--- src/rtl/kcmm_pkg.sv ---
package kcmm_pkg;

  // Fixed widths of the channel fields
  localparam int unsigned KEY_W    = 32;
  localparam int unsigned COUNT_W  = 16;
  localparam int unsigned STATUS_W = 2;

  // Requested operation
  localparam logic ACT_INC = 1'b0;
  localparam logic ACT_DEC = 1'b1;

  typedef enum logic [STATUS_W-1:0] {
    ST_OK     = 2'd0,
    ST_FULL   = 2'd1,
    ST_ABSENT = 2'd2,
    ST_SAT    = 2'd3
  } status_e;

  // Sequencer commands to the scan unit
  typedef struct packed {
    logic start;   // clear accumulators for a new item
    logic eval;    // slot read data is valid this cycle
    logic action;  // operation of the item in flight
  } scan_cmd_t;

  // Scan unit requests back to the sequencer
  typedef struct packed {
    logic hit_wr;  // write back the matched slot
    logic insert;  // increment of an absent key, and a free slot exists
  } scan_req_t;

endpackage

--- src/rtl/kcmm_if.sv ---
interface kcmm_in_if;
  logic                        valid;
  logic                        ready;
  logic                        action;
  logic [kcmm_pkg::KEY_W-1:0]  key;

  modport source (output valid, action, key, input ready);
  modport sink   (input valid, action, key, output ready);
endinterface

interface kcmm_out_if;
  logic                          valid;
  logic                          ready;
  logic [kcmm_pkg::STATUS_W-1:0] status;
  logic                          is_empty;
  logic [kcmm_pkg::KEY_W-1:0]    max_key;
  logic [kcmm_pkg::COUNT_W-1:0]  max_count;
  logic [kcmm_pkg::KEY_W-1:0]    min_key;
  logic [kcmm_pkg::COUNT_W-1:0]  min_count;

  modport source (output valid, status, is_empty, max_key, max_count, min_key, min_count,
                  input ready);
  modport sink   (input valid, status, is_empty, max_key, max_count, min_key, min_count,
                  output ready);
endinterface

--- src/rtl/kcmm_slot_mem.sv ---
module kcmm_slot_mem #(
  parameter int unsigned ENTRIES    = 16,
  parameter int unsigned KEY_BITS   = 32,
  parameter int unsigned COUNT_BITS = 16,
  parameter int unsigned IDX_W      = $clog2(ENTRIES)
) (
  input  logic                  clk_i,
  input  logic                  rst_ni,
  input  logic                  rd_en_i,
  input  logic [IDX_W-1:0]      rd_idx_i,
  output logic                  rd_valid_o,
  output logic [KEY_BITS-1:0]   rd_key_o,
  output logic [COUNT_BITS-1:0] rd_count_o,
  input  logic                  wr_en_i,
  input  logic [IDX_W-1:0]      wr_idx_i,
  input  logic                  wr_valid_i,
  input  logic [KEY_BITS-1:0]   wr_key_i,
  input  logic [COUNT_BITS-1:0] wr_count_i
);

  logic [ENTRIES-1:0]    valid_q;
  logic [KEY_BITS-1:0]   key_mem [ENTRIES];
  logic [COUNT_BITS-1:0] count_mem [ENTRIES];
  logic                  rd_valid_q;
  logic [KEY_BITS-1:0]   rd_key_q;
  logic [COUNT_BITS-1:0] rd_count_q;

  // Slot valid bits: cleared by reset, so an unwritten slot is never used
  always_ff @(posedge clk_i or negedge rst_ni) begin
    if (!rst_ni) begin
      valid_q    <= '0;
      rd_valid_q <= 1'b0;
    end else begin
      if (wr_en_i) begin
        valid_q[wr_idx_i] <= wr_valid_i;
      end
      if (rd_en_i) begin
        rd_valid_q <= valid_q[rd_idx_i];
      end
    end
  end

  always_ff @(posedge clk_i) begin
    if (wr_en_i) begin
      key_mem[wr_idx_i]   <= wr_key_i;
      count_mem[wr_idx_i] <= wr_count_i;
    end
    if (rd_en_i) begin
      rd_key_q   <= key_mem[rd_idx_i];
      rd_count_q <= count_mem[rd_idx_i];
    end
  end

  assign rd_valid_o = rd_valid_q;
  assign rd_key_o   = rd_key_q;
  assign rd_count_o = rd_count_q;

endmodule

--- src/rtl/kcmm_scan_unit.sv ---
module kcmm_scan_unit #(
  parameter int unsigned KEY_BITS   = 32,
  parameter int unsigned COUNT_BITS = 16,
  parameter int unsigned IDX_W      = 4
) (
  input  logic                     clk_i,
  input  logic                     rst_ni,
  input  kcmm_pkg::scan_cmd_t      cmd_i,
  input  logic [KEY_BITS-1:0]      key_i,
  input  logic [IDX_W-1:0]         ev_idx_i,
  input  logic                     ev_valid_i,
  input  logic [KEY_BITS-1:0]      ev_key_i,
  input  logic [COUNT_BITS-1:0]    ev_count_i,
  output kcmm_pkg::scan_req_t      req_o,
  output logic [IDX_W-1:0]         hit_idx_o,
  output logic                     post_valid_o,
  output logic [COUNT_BITS-1:0]    post_count_o,
  output logic [IDX_W-1:0]         free_idx_o,
  output kcmm_pkg::status_e        status_o,
  output logic                     empty_o,
  output logic [KEY_BITS-1:0]      max_key_o,
  output logic [COUNT_BITS-1:0]    max_count_o,
  output logic [KEY_BITS-1:0]      min_key_o,
  output logic [COUNT_BITS-1:0]    min_count_o
);
  import kcmm_pkg::*;

  localparam logic [COUNT_BITS-1:0] ONE = COUNT_BITS'(1);

  logic                  hit_q, free_found_q, any_q;
  status_e               status_q;
  logic [IDX_W-1:0]      free_idx_q, mx_idx_q, mn_idx_q;
  logic [KEY_BITS-1:0]   mx_key_q, mn_key_q;
  logic [COUNT_BITS-1:0] mx_cnt_q, mn_cnt_q;

  logic                  match;
  logic                  post_valid;
  logic [COUNT_BITS-1:0] post_count;
  logic                  sat;

  // Per-slot compare and update: the one unit reused for every slot
  always_comb begin
    match      = cmd_i.eval && ev_valid_i && (ev_key_i == key_i) && !hit_q;
    sat        = (ev_count_i == '1);
    post_valid = ev_valid_i;
    post_count = ev_count_i;
    if (match) begin
      if (cmd_i.action == ACT_INC) begin
        if (!sat) begin
          post_count = ev_count_i + ONE;
        end
      end else if (ev_count_i <= ONE) begin
        post_valid = 1'b0;
        post_count = '0;
      end else begin
        post_count = ev_count_i - ONE;
      end
    end
  end

  always_ff @(posedge clk_i or negedge rst_ni) begin
    if (!rst_ni) begin
      hit_q        <= 1'b0;
      free_found_q <= 1'b0;
      any_q        <= 1'b0;
      status_q     <= ST_OK;
    end else if (cmd_i.start) begin
      hit_q        <= 1'b0;
      free_found_q <= 1'b0;
      any_q        <= 1'b0;
      status_q     <= ST_OK;
    end else if (cmd_i.eval) begin
      if (match) begin
        hit_q    <= 1'b1;
        status_q <= (cmd_i.action == ACT_INC && sat) ? ST_SAT : ST_OK;
      end
      if (!ev_valid_i && !free_found_q) begin
        free_found_q <= 1'b1;
      end
      if (post_valid) begin
        any_q <= 1'b1;
      end
    end
  end

  // Running extremes; strict compares keep the lowest slot on ties
  always_ff @(posedge clk_i) begin
    if (cmd_i.start) begin
      mx_key_q <= '0;
      mx_cnt_q <= '0;
      mn_key_q <= '0;
      mn_cnt_q <= '0;
      mx_idx_q <= '0;
      mn_idx_q <= '0;
    end else if (cmd_i.eval) begin
      if (!ev_valid_i && !free_found_q) begin
        free_idx_q <= ev_idx_i;
      end
      if (post_valid) begin
        if (!any_q || post_count > mx_cnt_q) begin
          mx_key_q <= ev_key_i;
          mx_cnt_q <= post_count;
          mx_idx_q <= ev_idx_i;
        end
        if (!any_q || post_count < mn_cnt_q) begin
          mn_key_q <= ev_key_i;
          mn_cnt_q <= post_count;
          mn_idx_q <= ev_idx_i;
        end
      end
    end
  end

  assign req_o.hit_wr = match;
  assign req_o.insert = (cmd_i.action == ACT_INC) && !hit_q && free_found_q;
  assign hit_idx_o    = ev_idx_i;
  assign post_valid_o = post_valid;
  assign post_count_o = post_count;
  assign free_idx_o   = free_idx_q;

  // Fold a new key (count one, at the free slot) into the extremes
  always_comb begin
    max_key_o   = mx_key_q;
    max_count_o = mx_cnt_q;
    min_key_o   = mn_key_q;
    min_count_o = mn_cnt_q;
    if (req_o.insert) begin
      if (!any_q || (mx_cnt_q == ONE && free_idx_q < mx_idx_q)) begin
        max_key_o   = key_i;
        max_count_o = ONE;
      end
      if (!any_q || mn_cnt_q > ONE || (mn_cnt_q == ONE && free_idx_q < mn_idx_q)) begin
        min_key_o   = key_i;
        min_count_o = ONE;
      end
    end
  end

  always_comb begin
    if (hit_q) begin
      status_o = status_q;
    end else if (cmd_i.action == ACT_DEC) begin
      status_o = ST_ABSENT;
    end else if (free_found_q) begin
      status_o = ST_OK;
    end else begin
      status_o = ST_FULL;
    end
  end

  assign empty_o = !(any_q || req_o.insert);

endmodule

--- src/rtl/key_count_min_max_table_core.sv ---
// Key count table with largest and smallest count report.
//
// in_i carries one item per operation: action (increment or decrement) and
// a key tag. out_o returns exactly one result item per input item: status,
// an empty flag, and one key with the largest count and one with the
// smallest count (lowest slot on ties), both taken after the operation.
//
// Each item runs one pass of a shared compare/update unit over the slot
// memory, one slot per cycle: the pass finds the key, the lowest free slot
// and the extremes together. in_i.ready is high only while the sequencer
// is idle, so a new item is taken only once the previous item's pass has
// closed; the pass length is set by the one-read-per-cycle slot memory port.
//
// A result waits in the output register while out_o.ready is low; the next
// item is still taken, but its pass holds at the end until the register is
// free. Reset empties the table at once (valid bits are flip-flops) and
// drops any pending result; no clearing pass is needed.
module key_count_min_max_table_core #(
  parameter int unsigned ENTRIES    = 16,
  parameter int unsigned KEY_BITS   = 32,
  parameter int unsigned COUNT_BITS = 16
) (
  input  logic        clk_i,
  input  logic        rst_ni,
  kcmm_in_if.sink     in_i,
  kcmm_out_if.source  out_o
);
  import kcmm_pkg::*;

  localparam int unsigned IDX_W = $clog2(ENTRIES);
  localparam int unsigned KW    = (KEY_BITS > KEY_W) ? KEY_BITS : KEY_W;
  localparam int unsigned CW    = (COUNT_BITS > COUNT_W) ? COUNT_BITS : COUNT_W;

  // Sequencer states
  localparam logic [1:0] S_IDLE = 2'd0;
  localparam logic [1:0] S_SCAN = 2'd1;
  localparam logic [1:0] S_FIN  = 2'd2;

  logic [1:0]            state_q, state_d;
  logic [IDX_W-1:0]      rd_idx_q;
  logic                  ev_pend_q;
  logic [IDX_W-1:0]      ev_idx_q;
  logic                  action_q;
  logic [KEY_BITS-1:0]   key_q;

  logic                  in_acc;
  logic                  rd_en;
  logic                  rd_last;
  logic                  finish;
  logic [KW-1:0]         key_in_wide;

  scan_cmd_t             cmd;
  scan_req_t             req;

  logic                  mem_valid;
  logic [KEY_BITS-1:0]   mem_key;
  logic [COUNT_BITS-1:0] mem_count;
  logic                  wr_en;
  logic [IDX_W-1:0]      wr_idx;
  logic                  wr_valid;
  logic [COUNT_BITS-1:0] wr_count;

  logic [IDX_W-1:0]      hit_idx;
  logic                  post_valid;
  logic [COUNT_BITS-1:0] post_count;
  logic [IDX_W-1:0]      free_idx;
  status_e               status;
  logic                  empty;
  logic [KEY_BITS-1:0]   max_key, min_key;
  logic [COUNT_BITS-1:0] max_count, min_count;
  logic [KW-1:0]         max_key_wide, min_key_wide;
  logic [CW-1:0]         max_cnt_wide, min_cnt_wide;

  logic                  out_valid_q;
  logic [STATUS_W-1:0]   out_status_q;
  logic                  out_empty_q;
  logic [KEY_W-1:0]      out_max_key_q, out_min_key_q;
  logic [COUNT_W-1:0]    out_max_cnt_q, out_min_cnt_q;

  assign in_i.ready  = (state_q == S_IDLE);
  assign in_acc      = in_i.valid && in_i.ready;
  assign key_in_wide = KW'(in_i.key);

  assign rd_en   = (state_q == S_SCAN);
  assign rd_last = (rd_idx_q == IDX_W'(ENTRIES - 1));
  // Close the item once the last slot is evaluated and the output is free
  assign finish  = (state_q == S_FIN) && !ev_pend_q && (!out_valid_q || out_o.ready);

  always_comb begin
    state_d = state_q;
    case (state_q)
      S_IDLE: begin
        if (in_acc) begin
          state_d = S_SCAN;
        end
      end
      S_SCAN: begin
        if (rd_last) begin
          state_d = S_FIN;
        end
      end
      S_FIN: begin
        if (finish) begin
          state_d = S_IDLE;
        end
      end
      default: state_d = S_IDLE;
    endcase
  end

  always_ff @(posedge clk_i or negedge rst_ni) begin
    if (!rst_ni) begin
      state_q   <= S_IDLE;
      rd_idx_q  <= '0;
      ev_pend_q <= 1'b0;
    end else begin
      state_q   <= state_d;
      ev_pend_q <= rd_en;
      if (in_acc) begin
        rd_idx_q <= '0;
      end else if (rd_en && !rd_last) begin
        rd_idx_q <= rd_idx_q + IDX_W'(1);
      end
    end
  end

  // Hold the operation and track the slot whose read data is arriving
  always_ff @(posedge clk_i) begin
    if (in_acc) begin
      action_q <= in_i.action;
      key_q    <= key_in_wide[KEY_BITS-1:0];
    end
    if (rd_en) begin
      ev_idx_q <= rd_idx_q;
    end
  end

  assign cmd.start  = in_acc;
  assign cmd.eval   = ev_pend_q;
  assign cmd.action = action_q;

  kcmm_slot_mem #(
    .ENTRIES    (ENTRIES),
    .KEY_BITS   (KEY_BITS),
    .COUNT_BITS (COUNT_BITS),
    .IDX_W      (IDX_W)
  ) u_mem (
    .clk_i      (clk_i),
    .rst_ni     (rst_ni),
    .rd_en_i    (rd_en),
    .rd_idx_i   (rd_idx_q),
    .rd_valid_o (mem_valid),
    .rd_key_o   (mem_key),
    .rd_count_o (mem_count),
    .wr_en_i    (wr_en),
    .wr_idx_i   (wr_idx),
    .wr_valid_i (wr_valid),
    .wr_key_i   (key_q),
    .wr_count_i (wr_count)
  );

  kcmm_scan_unit #(
    .KEY_BITS   (KEY_BITS),
    .COUNT_BITS (COUNT_BITS),
    .IDX_W      (IDX_W)
  ) u_scan (
    .clk_i        (clk_i),
    .rst_ni       (rst_ni),
    .cmd_i        (cmd),
    .key_i        (key_q),
    .ev_idx_i     (ev_idx_q),
    .ev_valid_i   (mem_valid),
    .ev_key_i     (mem_key),
    .ev_count_i   (mem_count),
    .req_o        (req),
    .hit_idx_o    (hit_idx),
    .post_valid_o (post_valid),
    .post_count_o (post_count),
    .free_idx_o   (free_idx),
    .status_o     (status),
    .empty_o      (empty),
    .max_key_o    (max_key),
    .max_count_o  (max_count),
    .min_key_o    (min_key),
    .min_count_o  (min_count)
  );

  // One write port: matched slot during the pass, new key when closing.
  // The two never coincide, since closing waits for the last evaluation.
  always_comb begin
    if (finish && req.insert) begin
      wr_en    = 1'b1;
      wr_idx   = free_idx;
      wr_valid = 1'b1;
      wr_count = COUNT_BITS'(1);
    end else begin
      wr_en    = req.hit_wr;
      wr_idx   = hit_idx;
      wr_valid = post_valid;
      wr_count = post_count;
    end
  end

  assign max_key_wide = KW'(max_key);
  assign min_key_wide = KW'(min_key);
  assign max_cnt_wide = CW'(max_count);
  assign min_cnt_wide = CW'(min_count);

  // Output register: hold the result until the receiver takes it
  always_ff @(posedge clk_i or negedge rst_ni) begin
    if (!rst_ni) begin
      out_valid_q <= 1'b0;
    end else if (finish) begin
      out_valid_q <= 1'b1;
    end else if (out_o.ready) begin
      out_valid_q <= 1'b0;
    end
  end

  always_ff @(posedge clk_i) begin
    if (finish) begin
      out_status_q  <= status;
      out_empty_q   <= empty;
      out_max_key_q <= max_key_wide[KEY_W-1:0];
      out_min_key_q <= min_key_wide[KEY_W-1:0];
      out_max_cnt_q <= max_cnt_wide[COUNT_W-1:0];
      out_min_cnt_q <= min_cnt_wide[COUNT_W-1:0];
    end
  end

  assign out_o.valid     = out_valid_q;
  assign out_o.status    = out_status_q;
  assign out_o.is_empty  = out_empty_q;
  assign out_o.max_key   = out_max_key_q;
  assign out_o.max_count = out_max_cnt_q;
  assign out_o.min_key   = out_min_key_q;
  assign out_o.min_count = out_min_cnt_q;

endmodule

--- src/flat_wrapper.sv ---
// flat-port wrapper written by rule: the top's interface ports become plain ports
module key_count_min_max_table_core_flat import kcmm_pkg::*;
#(
  parameter int unsigned ENTRIES    = 16,
  parameter int unsigned KEY_BITS   = 32,
  parameter int unsigned COUNT_BITS = 16
)
  (clk_i, rst_ni, in_i_valid, in_i_action, in_i_key, in_i_ready, out_o_valid, out_o_status, out_o_is_empty, out_o_max_key, out_o_max_count, out_o_min_key, out_o_min_count, out_o_ready);
  kcmm_in_if in_i_i ();
  kcmm_out_if out_o_i ();
  input  logic clk_i;
  input  logic rst_ni;
  input wire logic [$bits(in_i_i.valid)-1:0] in_i_valid;
  input wire logic [$bits(in_i_i.action)-1:0] in_i_action;
  input wire logic [$bits(in_i_i.key)-1:0] in_i_key;
  output wire logic [$bits(in_i_i.ready)-1:0] in_i_ready;
  output wire logic [$bits(out_o_i.valid)-1:0] out_o_valid;
  output wire logic [$bits(out_o_i.status)-1:0] out_o_status;
  output wire logic [$bits(out_o_i.is_empty)-1:0] out_o_is_empty;
  output wire logic [$bits(out_o_i.max_key)-1:0] out_o_max_key;
  output wire logic [$bits(out_o_i.max_count)-1:0] out_o_max_count;
  output wire logic [$bits(out_o_i.min_key)-1:0] out_o_min_key;
  output wire logic [$bits(out_o_i.min_count)-1:0] out_o_min_count;
  input wire logic [$bits(out_o_i.ready)-1:0] out_o_ready;
  assign in_i_i.valid = in_i_valid;
  assign in_i_i.action = in_i_action;
  assign in_i_i.key = in_i_key;
  assign in_i_ready = in_i_i.ready;
  assign out_o_valid = out_o_i.valid;
  assign out_o_status = out_o_i.status;
  assign out_o_is_empty = out_o_i.is_empty;
  assign out_o_max_key = out_o_i.max_key;
  assign out_o_max_count = out_o_i.max_count;
  assign out_o_min_key = out_o_i.min_key;
  assign out_o_min_count = out_o_i.min_count;
  assign out_o_i.ready = out_o_ready;
  key_count_min_max_table_core #(.ENTRIES(ENTRIES), .KEY_BITS(KEY_BITS), .COUNT_BITS(COUNT_BITS)) u_core (.clk_i(clk_i), .rst_ni(rst_ni), .in_i(in_i_i), .out_o(out_o_i));
endmodule
--- config.mk ---
export PLATFORM = sky130hd
export DESIGN_NAME = key_count_min_max_table_core_flat
export DESIGN_NICKNAME = d
export VERILOG_FILES = /design/src/rtl/kcmm_pkg.sv /design/src/rtl/kcmm_if.sv /design/src/rtl/kcmm_slot_mem.sv /design/src/rtl/kcmm_scan_unit.sv /design/src/rtl/key_count_min_max_table_core.sv /design/src/flat_wrapper.sv
export SDC_FILE = /design/constraint.sdc
export NUM_CORES = 1
export LEC_CHECK = 0
export ABC_AREA = 1
export BUFFER_PORTS_ARGS = -buffer_cell sky130_fd_sc_hd__buf_2
export CORE_ASPECT_RATIO = 0.5
export CORE_MARGIN = 2
export CORE_UTILIZATION = 23
export DETAILED_ROUTE_END_ITERATION = 16
export PLACE_DENSITY = 0.46
export SYNTH_ARGS = -nofsm -noshare
export SYNTH_HDL_FRONTEND = slang
export SYNTH_SLANG_ARGS = --single-unit
--- constraint.sdc ---
create_clock -name clk_i -period 15.74 [get_ports clk_i]
set_input_delay 4.722 -clock clk_i [delete_from_list [all_inputs] [get_ports clk_i]]
set_output_delay 4.722 -clock clk_i [all_outputs]
set_load 0.005 [all_outputs]
==> results of run 1 <==
## layout by cell type (no fill, tap or decap), types with 9 or more instances in the layout
cell,netlist,layout
nor2_4,0,20
mux2_2,10,10
nand3b_1,14,14
bufinv_16,0,9
o221ai_1,74,74
clkinv_1,5,32
a31oi_1,12,12
nand2_1,368,365
dfrtp_1,29,26
buf_2,17,137
nand3_1,152,152
o211ai_1,28,28
clkbuf_1,182,27
o22ai_1,121,121
inv_2,17,19
o31ai_1,10,10
clkinv_2,0,21
edfxtp_1,956,956
nor3_1,12,12
inv_1,188,184
nor2_1,581,561
xor2_1,23,23
ha_1,41,41
a21oi_1,124,124
o21ai_0,539,539
nand4_1,23,23
dfxtp_1,104,104
buf_4,1,72
clkbuf_16,0,117
## synth_stat cells, types with 23 or more instances
library cell	number
o221ai_1	74
nand3_1	152
ha_1	41
o211ai_1	28
nor2_1	581
nand4_1	23
o22ai_1	121
dfrtp_1	29
xor2_1	23
a21oi_1	124
inv_1	188
dfxtp_1	104
edfxtp_1	956
clkbuf_1	182
o21ai_0	539
nand2_1	368
## how the worst max path moves through the flow
stage,endpoint,slack [ns]
after floorplan,u_core.u_mem.count_mem[0][0],2.82
after global placement,u_core.u_mem.key_mem[12][30],6.57
after detailed placement,u_core.u_mem.count_mem[12][15],6.55
after CTS,u_core.u_mem.count_mem[12][15],7.33
after global routing,u_core.u_mem.count_mem[12][0],7.05
final,u_core.u_mem.count_mem[12][0],7.33
## cell type report
cell class	count	area (um2)	share of cell area
diodes	1	2.50	0.0000486
well taps	2530	3170	0.0614
clock buffers	145	3040	0.0591
multi-input cells	2186	11100	0.216
clock inverters	67	593	0.0115
inverters	210	801	0.0155
flip-flops and latches	1089	31500	0.612
repair buffers	211	1270	0.0246
## flip-flops by register name (all words and copies together) (netlist names), 32 cells and up
register and flops:
u_core.key_q 32, u_core.out_o.min_key 32, u_core.u_mem.count_mem 256, u_core.u_mem.rd_key_o 32, u_core.u_scan.mn_key_q 32, u_core.u_scan.mx_key_q 32
u_core.out_o.max_key 32, u_core.u_mem.key_mem 512
## layer usage
| metal | part of all wire | global-route usage | vias up |
|---|---|---|---|
| li1 | - | - | 13600 |
| met1 | 0.48 | 0.196 | 14900 |
| met2 | 0.44 | 0.206 | 882 |
| met3 | 0.062 | 0.0250 | 174 |
| met4 | 0.021 | 0.0338 | 0 |
| met5 | 0 | 0 | - |
## power by group through the flow
stage / Combinational, mW / Clock [mW] / Sequential [mW]
3_5_place_dp: 3.33 / 0 / 3.98
4_1_cts: 3.34 / 2.71 / 3.92
6_report: 3.32 / 2.65 / 3.93
3_3_place_gp: 3.28 / 0 / 3.98
5_1_grt: 3.72 / 2.82 / 3.95
2_1_floorplan: 2.22 / 0 / 3.84
## per-stage QoR
step / instances / hold slack [ns] / area, um2 / setup slack [ns]
after detailed placement: 6226 / 0.443 / 47900 / 6.55
after global placement: 6226 / 0.436 / 47900 / 6.57
after floorplan: 3710 / 0.425 / 44200 / 2.82
final: 6439 / 0.448 / 51500 / 7.33
after CTS: 6438 / 0.453 / 51500 / 7.33
after global routing: 6438 / 0.469 / 51500 / 7.05
## worst reg2reg max path: stages (launching register included)
cell      delay [ns]
edfxtp_1        0.98
inv_1           0.14
nand2_1         0.09
nand2_1         0.12
nor2_1          0.15
nand2_1         0.07
nor2_1          0.11
nand2_1         0.09
nor2_1          0.23
nand2_2         0.21
inv_1           0.60
nor2_1          0.08
a31oi_1         0.70
inv_1           0.23
ha_1            0.35
nand2_1         0.06
inv_1           0.04
a221oi_1        0.33
o221ai_1        0.22
nand2_1         0.10
nand4_1         0.07
nand2_1         0.06
nand2_1         0.08
nand2_4         0.73
inv_1           0.33
o21ai_0         0.24
a21oi_1         0.06
## cells by family after synthesis
logic type	count (synthesis)	share of synthesized area
XOR/XNOR	31	0.00614
multiplexers	15	0.00368
AND/OR/NAND/NOR	1173	0.108
flip-flops	1089	0.713
AO/OA/AOI/OAI	926	0.118
adder cells (fa/ha/maj)	41	0.0116
buffers and inverters	435	0.0393
==> impl_metrics.yaml, run 1 <==
synthesis:
  synth_top_area_cell: "edfxtp_1"
  ys_types: 49
  ys.flop_type: "edfxtp_1"
  synth-seq-cells: 1089
  synthTopCellsByArea: "edfxtp_1, o21ai_0, nor2_1"
  synthCells: 3710
  syn-cell-area_um2: 44200
  async_flop_share: 0.0266
  synth_area_per_cell_um2: 11.9
  syn_nets: 3788
  synth_top_area_share: 0.649
  synth_warnings: 0
  yosysSeqAreaShare: 0.713
  synth_edf_count: 956
critical_path:
  cp-end-kind: "register"
  setup.worst_path.start: "out_o_ready"
  cpPeakStageDelay_ns: 0.92
  cp_max_fo: 56
  criticalPathCategory: "input pin to register"
  worst_path_most_repeated_cell: "buf_4"
  r2r_end: "u_core.u_scan.mx_cnt_q[7]"
  worstSetupStartpointType: "input pin"
  critPathTopFamily: "buffers and inverters"
  path_cells: "buf_2, nor2_1, nor2_4, buf_4, inv_1, nor2_2, buf_4, inv_2, o21ai_0, nand3_1, nor2_4, buf_4"
  rr_startpoint: "u_core.key_q[14]"
  ff2ff_setup_slack_ns: 9.09
  r2r_cells: 26
  worstPathArrival_ns: 8.76
  critical-path-slowest-cell: "nor2_4"
  crit_required_ns: 16.09
  cp_num_buf_inv: 6
  path_depth: 12
run_status:
  status: "finished clean"
pwr:
  switching_power_mw: 3.84
  p_leak_nw: 17.6
  p_per_area_nw_per_um2: 192
  ir_drop_mv: 0.101
  p_comb_frac: 0.336
  pwr-share-seq: 0.397
  power.share.clock: 0.268
  swShare: 0.388
  internal_power_mw: 6.06
  totalPowerFinal_mw: 9.90
clock_network:
  cts-resized-gates: 0
  insertion_delay_ns: 0.73
  cts-root-buf: "clkbuf_16"
  cts_buffer_depth: 3
  cts_tree: "yes"
  post_cts_buffers: 0
  postCtsHoldBufs: 0
  cts_max_level: 3
  clock_sinks: 1089
  path_clk_slew_ns: 0.06
  cts_buffers: 113
flow_run:
  timing.max_cap.violations: 0
grt:
  overflow: 0
  grt_usage: 0.135
  grt_antenna_before_repair: 8
  grt_pass1_wl_mm: 196
  grt_pass1_vias: 28300
  grt_max_degree: 250
timing:
  min_period_ns: 8.41
  setup_viol: 0
  relSlewSlack: 0.0829
  fmax_ghz: 0.119
  clock_skew_ns: 0.0267
  rsz0062_at_grt: "no"
  final.period_utilization: 0.534
  hold_viol_final: 0
  finalMaxSlewViolations: 0
  fin_setup_tns_ns: 0
  worst_slew_pin_slew_ns: 1.36
routing:
  via_per_inst: 4.59
  num_vias: 29500
  detail-route-antenna-nets: 0
  first_iter_violations: 3099
  dr.pass1.iters: 5
  drc: 0
  wirelength_mm: 136
  wl_per_cell_um: 21.0
floorplanning:
  std_cell_rows: 113
  dieArea_um2: 196000
  ioPinCount: 138
  design.core.area_um2: 190000
  die_h_um: 314
  start_util: 0.232
  die_x_um: 624
worst_hold_path:
  hp-class: "register to register"
  holdPathStages: 2
  hp-start: "u_core.u_scan.mx_key_q[1]"
  holdPathEnd: "u_core.u_scan.mx_key_q[1]"
place:
  hpwl_mm: 81.8
  port_buffers: 137
  gp_congestion: 0.828
layout:
  final_nets: 3889
  post-route-util: 0.271
  fillers: 19600
  drive_gt1_frac: 0.112
  syn_to_final_growth_pct: 16.5
Power figures use the tool's default switching activity.
==> run 2, diff against run 1 <==
--- a/config.mk
+++ b/config.mk
@@ -11,7 +11,7 @@
 export CORE_MARGIN = 2
 export CORE_UTILIZATION = 23
 export DETAILED_ROUTE_END_ITERATION = 16
-export PLACE_DENSITY = 0.46
+export PLACE_DENSITY = 0.47
 export SYNTH_ARGS = -nofsm -noshare
 export SYNTH_HDL_FRONTEND = slang
 export SYNTH_SLANG_ARGS = --single-unit
==> constraint.sdc (replaced) <==
create_clock -name clk_i -period 7.7 [get_ports clk_i]
set_input_delay 2.31 -clock clk_i [delete_from_list [all_inputs] [get_ports clk_i]]
set_output_delay 2.31 -clock clk_i [all_outputs]
set_load 0.005 [all_outputs]
==> run 2 against run 1 <==
Flip-flop and latch count stayed put. Worst hold slack hardly changed. Power is 100% higher. First-iteration DRC count is 0.45% higher. Combinational power is 100% higher. Count of clock-buffer cells in the layout is 5 higher. Non-clock buffer count is 5 lower. Final cell count is 0.12% lower. Core utilization hardly changed. Sequential share of layout area is 0.11 points lower. Via count is 1.5% higher. Critical endpoint is now u_core.u_scan.mn_key_q[17]. Largest power group unchanged.
==> impl_metrics.yaml, run 2 (same netlist as run 1, synthesis figures left out) <==
timing:
  hold_viol_final: 0
  setup_ws_ns: 1.85
  finalMaxSlewViolations: 0
  clock_skew_ns: 0.0290
  fin_setup_tns_ns: 0
  final.period_utilization: 0.760
  worst_slew_pin_slew_ns: 1.36
  min_period_ns: 5.85
  relSlewSlack: 0.0932
  fmax_ghz: 0.171
  setup_viol: 0
  rsz0062_at_grt: "no"
floorplanning:
  start_util: 0.232
  std_cell_rows: 113
  die_x_um: 624
  ioPinCount: 138
  dieArea_um2: 196000
  die_h_um: 314
  design.core.area_um2: 190000
routing:
  via_per_inst: 4.66
  dr.pass1.iters: 6
  drc: 0
  num_vias: 30000
  first_iter_violations: 3113
  detail-route-antenna-nets: 0
  wirelength_mm: 143
  wl_per_cell_um: 22.2
critical_path:
  worstPathArrival_ns: 6.47
  critical-path-slowest-cell: "edfxtp_1"
  worstSetupStartpointType: "register"
  cp-end-kind: "register"
  ff2ff_setup_slack_ns: 1.85
  criticalPathCategory: "register to register"
  cp_num_buf_inv: 4
  crit_required_ns: 8.32
  cpPeakStageDelay_ns: 0.79
  critPathTopFamily: "simple AND/OR/NAND/NOR gates"
  worst_path_most_repeated_cell: "nand2_1"
  path_cells: "inv_1, nand2_1, nand2_1, nor2_1, nand2_1, nor2_1, nand2_1, nor2_1, nand2_2, inv_1, nand2_1, nand3_1, inv_1, ha_1, nand4_1, a21oi_1, a2111oi_0, nand2_1, nand2_4, buf_4, nand3_1, nand2_1, nor2_1"
  cp_max_fo: 80
place:
  hpwl_mm: 81.8
  dpl.cell_count: 6220
  port_buffers: 137
  gp_congestion: 0.854
  pre_cts_slack_ns: 1.97
layout:
  largest_register_ffs: 512
  regMostFlops: "u_core.u_mem.key_mem"
  drive_gt1_frac: 0.115
  layout.cells.non_filler: 6431
  final_nets: 3884
  syn_to_final_growth_pct: 16.8
  mostFrequentLayoutCell: "edfxtp_1"
  post-route-util: 0.271
  largestRegisters: "u_core.u_mem.key_mem x512, u_core.u_mem.count_mem x256"
  layout_common_cells: "edfxtp_1, nor2_1, o21ai_0, nand2_1, inv_1"
clock_network:
  cts_tree: "yes"
  cts-resized-gates: 0
  path_clk_slew_ns: 0.06
  postCtsHoldBufs: 0
  cts_max_level: 3
  cts-root-buf: "clkbuf_16"
  clock_sinks: 1089
  insertion_delay_ns: 0.73
  cts_buffer_depth: 3
  cts_buffers: 113
  post_cts_buffers: 0
pwr:
  p_per_area_nw_per_um2: 391
  p_leak_nw: 17.7
  totalPowerFinal_mw: 20.2
  ir_drop_mv: 0.310
flow_run:
  timing.max_cap.violations: 0
grt:
  grt_pass1_vias: 29100
  grt_antenna_before_repair: 9
  grt_pass1_wl_mm: 206
  grt_usage: 0.142
  grt_max_degree: 171
  overflow: 0
run_status:
  status: "finished clean"
worst_hold_path:
  hp-class: "register to register"
[run 2: changes by cell type in the layout (fill, tap and decap cells not counted)]
cell	before	now
buf_12	2	12
buf_4	72	57
bufinv_16	9	8
clkbuf_1	27	26
clkbuf_8	1	7
clkinv_1	32	16
clkinv_16	1	0
clkinv_2	21	30
clkinv_8	1	2
diode_2	1	2
inv_16	1	0
[run 2: layer usage]
layer,vias to the layer above,global-route usage,part of all wire
met2,933,0.226,0.46
met4,2,0.0463,0.029
met3,215,0.0199,0.053
met1,15300,0.198,0.46
met5,-,0,0.000091
li1,13600,-,-
[run 2: worst reg2reg max path, cell delays in order (launching register included)]
cell and delay [ns]:
edfxtp_1 0.79, inv_1 0.15, nand2_1 0.20, nand2_1 0.08
nor2_1 0.15, nand2_1 0.07, nor2_1 0.16, nand2_1 0.12
nor2_1 0.18, nand2_2 0.15, inv_1 0.51, nand2_1 0.20
nand3_1 0.34, inv_1 0.13, ha_1 0.33, nand4_1 0.14
a21oi_1 0.06, a2111oi_0 0.32, nand2_1 0.15, nand2_4 0.71
buf_4 0.54, nand3_1 0.12, nand2_1 0.10, nor2_1 0.05
[run 2: cell type report]
class,count,area (um2)
Sequential cell,1089,31500
Multi-Input combinational cell,2186,11100
Clock buffer,150,3120
Clock inverter,58,514
Tap cell,2530,3170
Antenna cell,2,5.00
Timing Repair Buffer,206,1350
Inverter,210,801
Fill cell,19600,139000
[run 2: worst paths after layout]
kind,startpoint,to,cells after the start
min in group asynchronous,rst_ni,u_core.u_mem.valid_q[1],1
max,u_core.key_q[9],u_core.u_scan.mn_key_q[17],23
min reg2reg,u_core.u_scan.mx_key_q[22],u_core.u_scan.mx_key_q[22],2
max in group asynchronous,rst_ni,u_core.rd_idx_q[1],1
min,u_core.u_scan.mx_key_q[22],u_core.u_scan.mx_key_q[22],2
max reg2reg,u_core.key_q[9],u_core.u_scan.mn_key_q[17],23
[run 2: per-stage QoR]
| stage | cell area [um2] | hold slack (ns) |
|---|---|---|
| 2_1_floorplan | 44200 | 0.425 |
| 3_3_place_gp | 48000 | 0.436 |
| 3_5_place_dp | 48000 | 0.439 |
| 4_1_cts | 51600 | 0.449 |
| 5_1_grt | 51600 | 0.471 |
| 6_report | 51600 | 0.447 |
[run 2: report_power, final]
group          switching (mW)  internal, mW  total, mW
sequential              0.586          7.47       8.05
combinational            4.87          1.83       6.70
clock                    2.33          3.11       5.44
total                    7.79          12.4       20.2
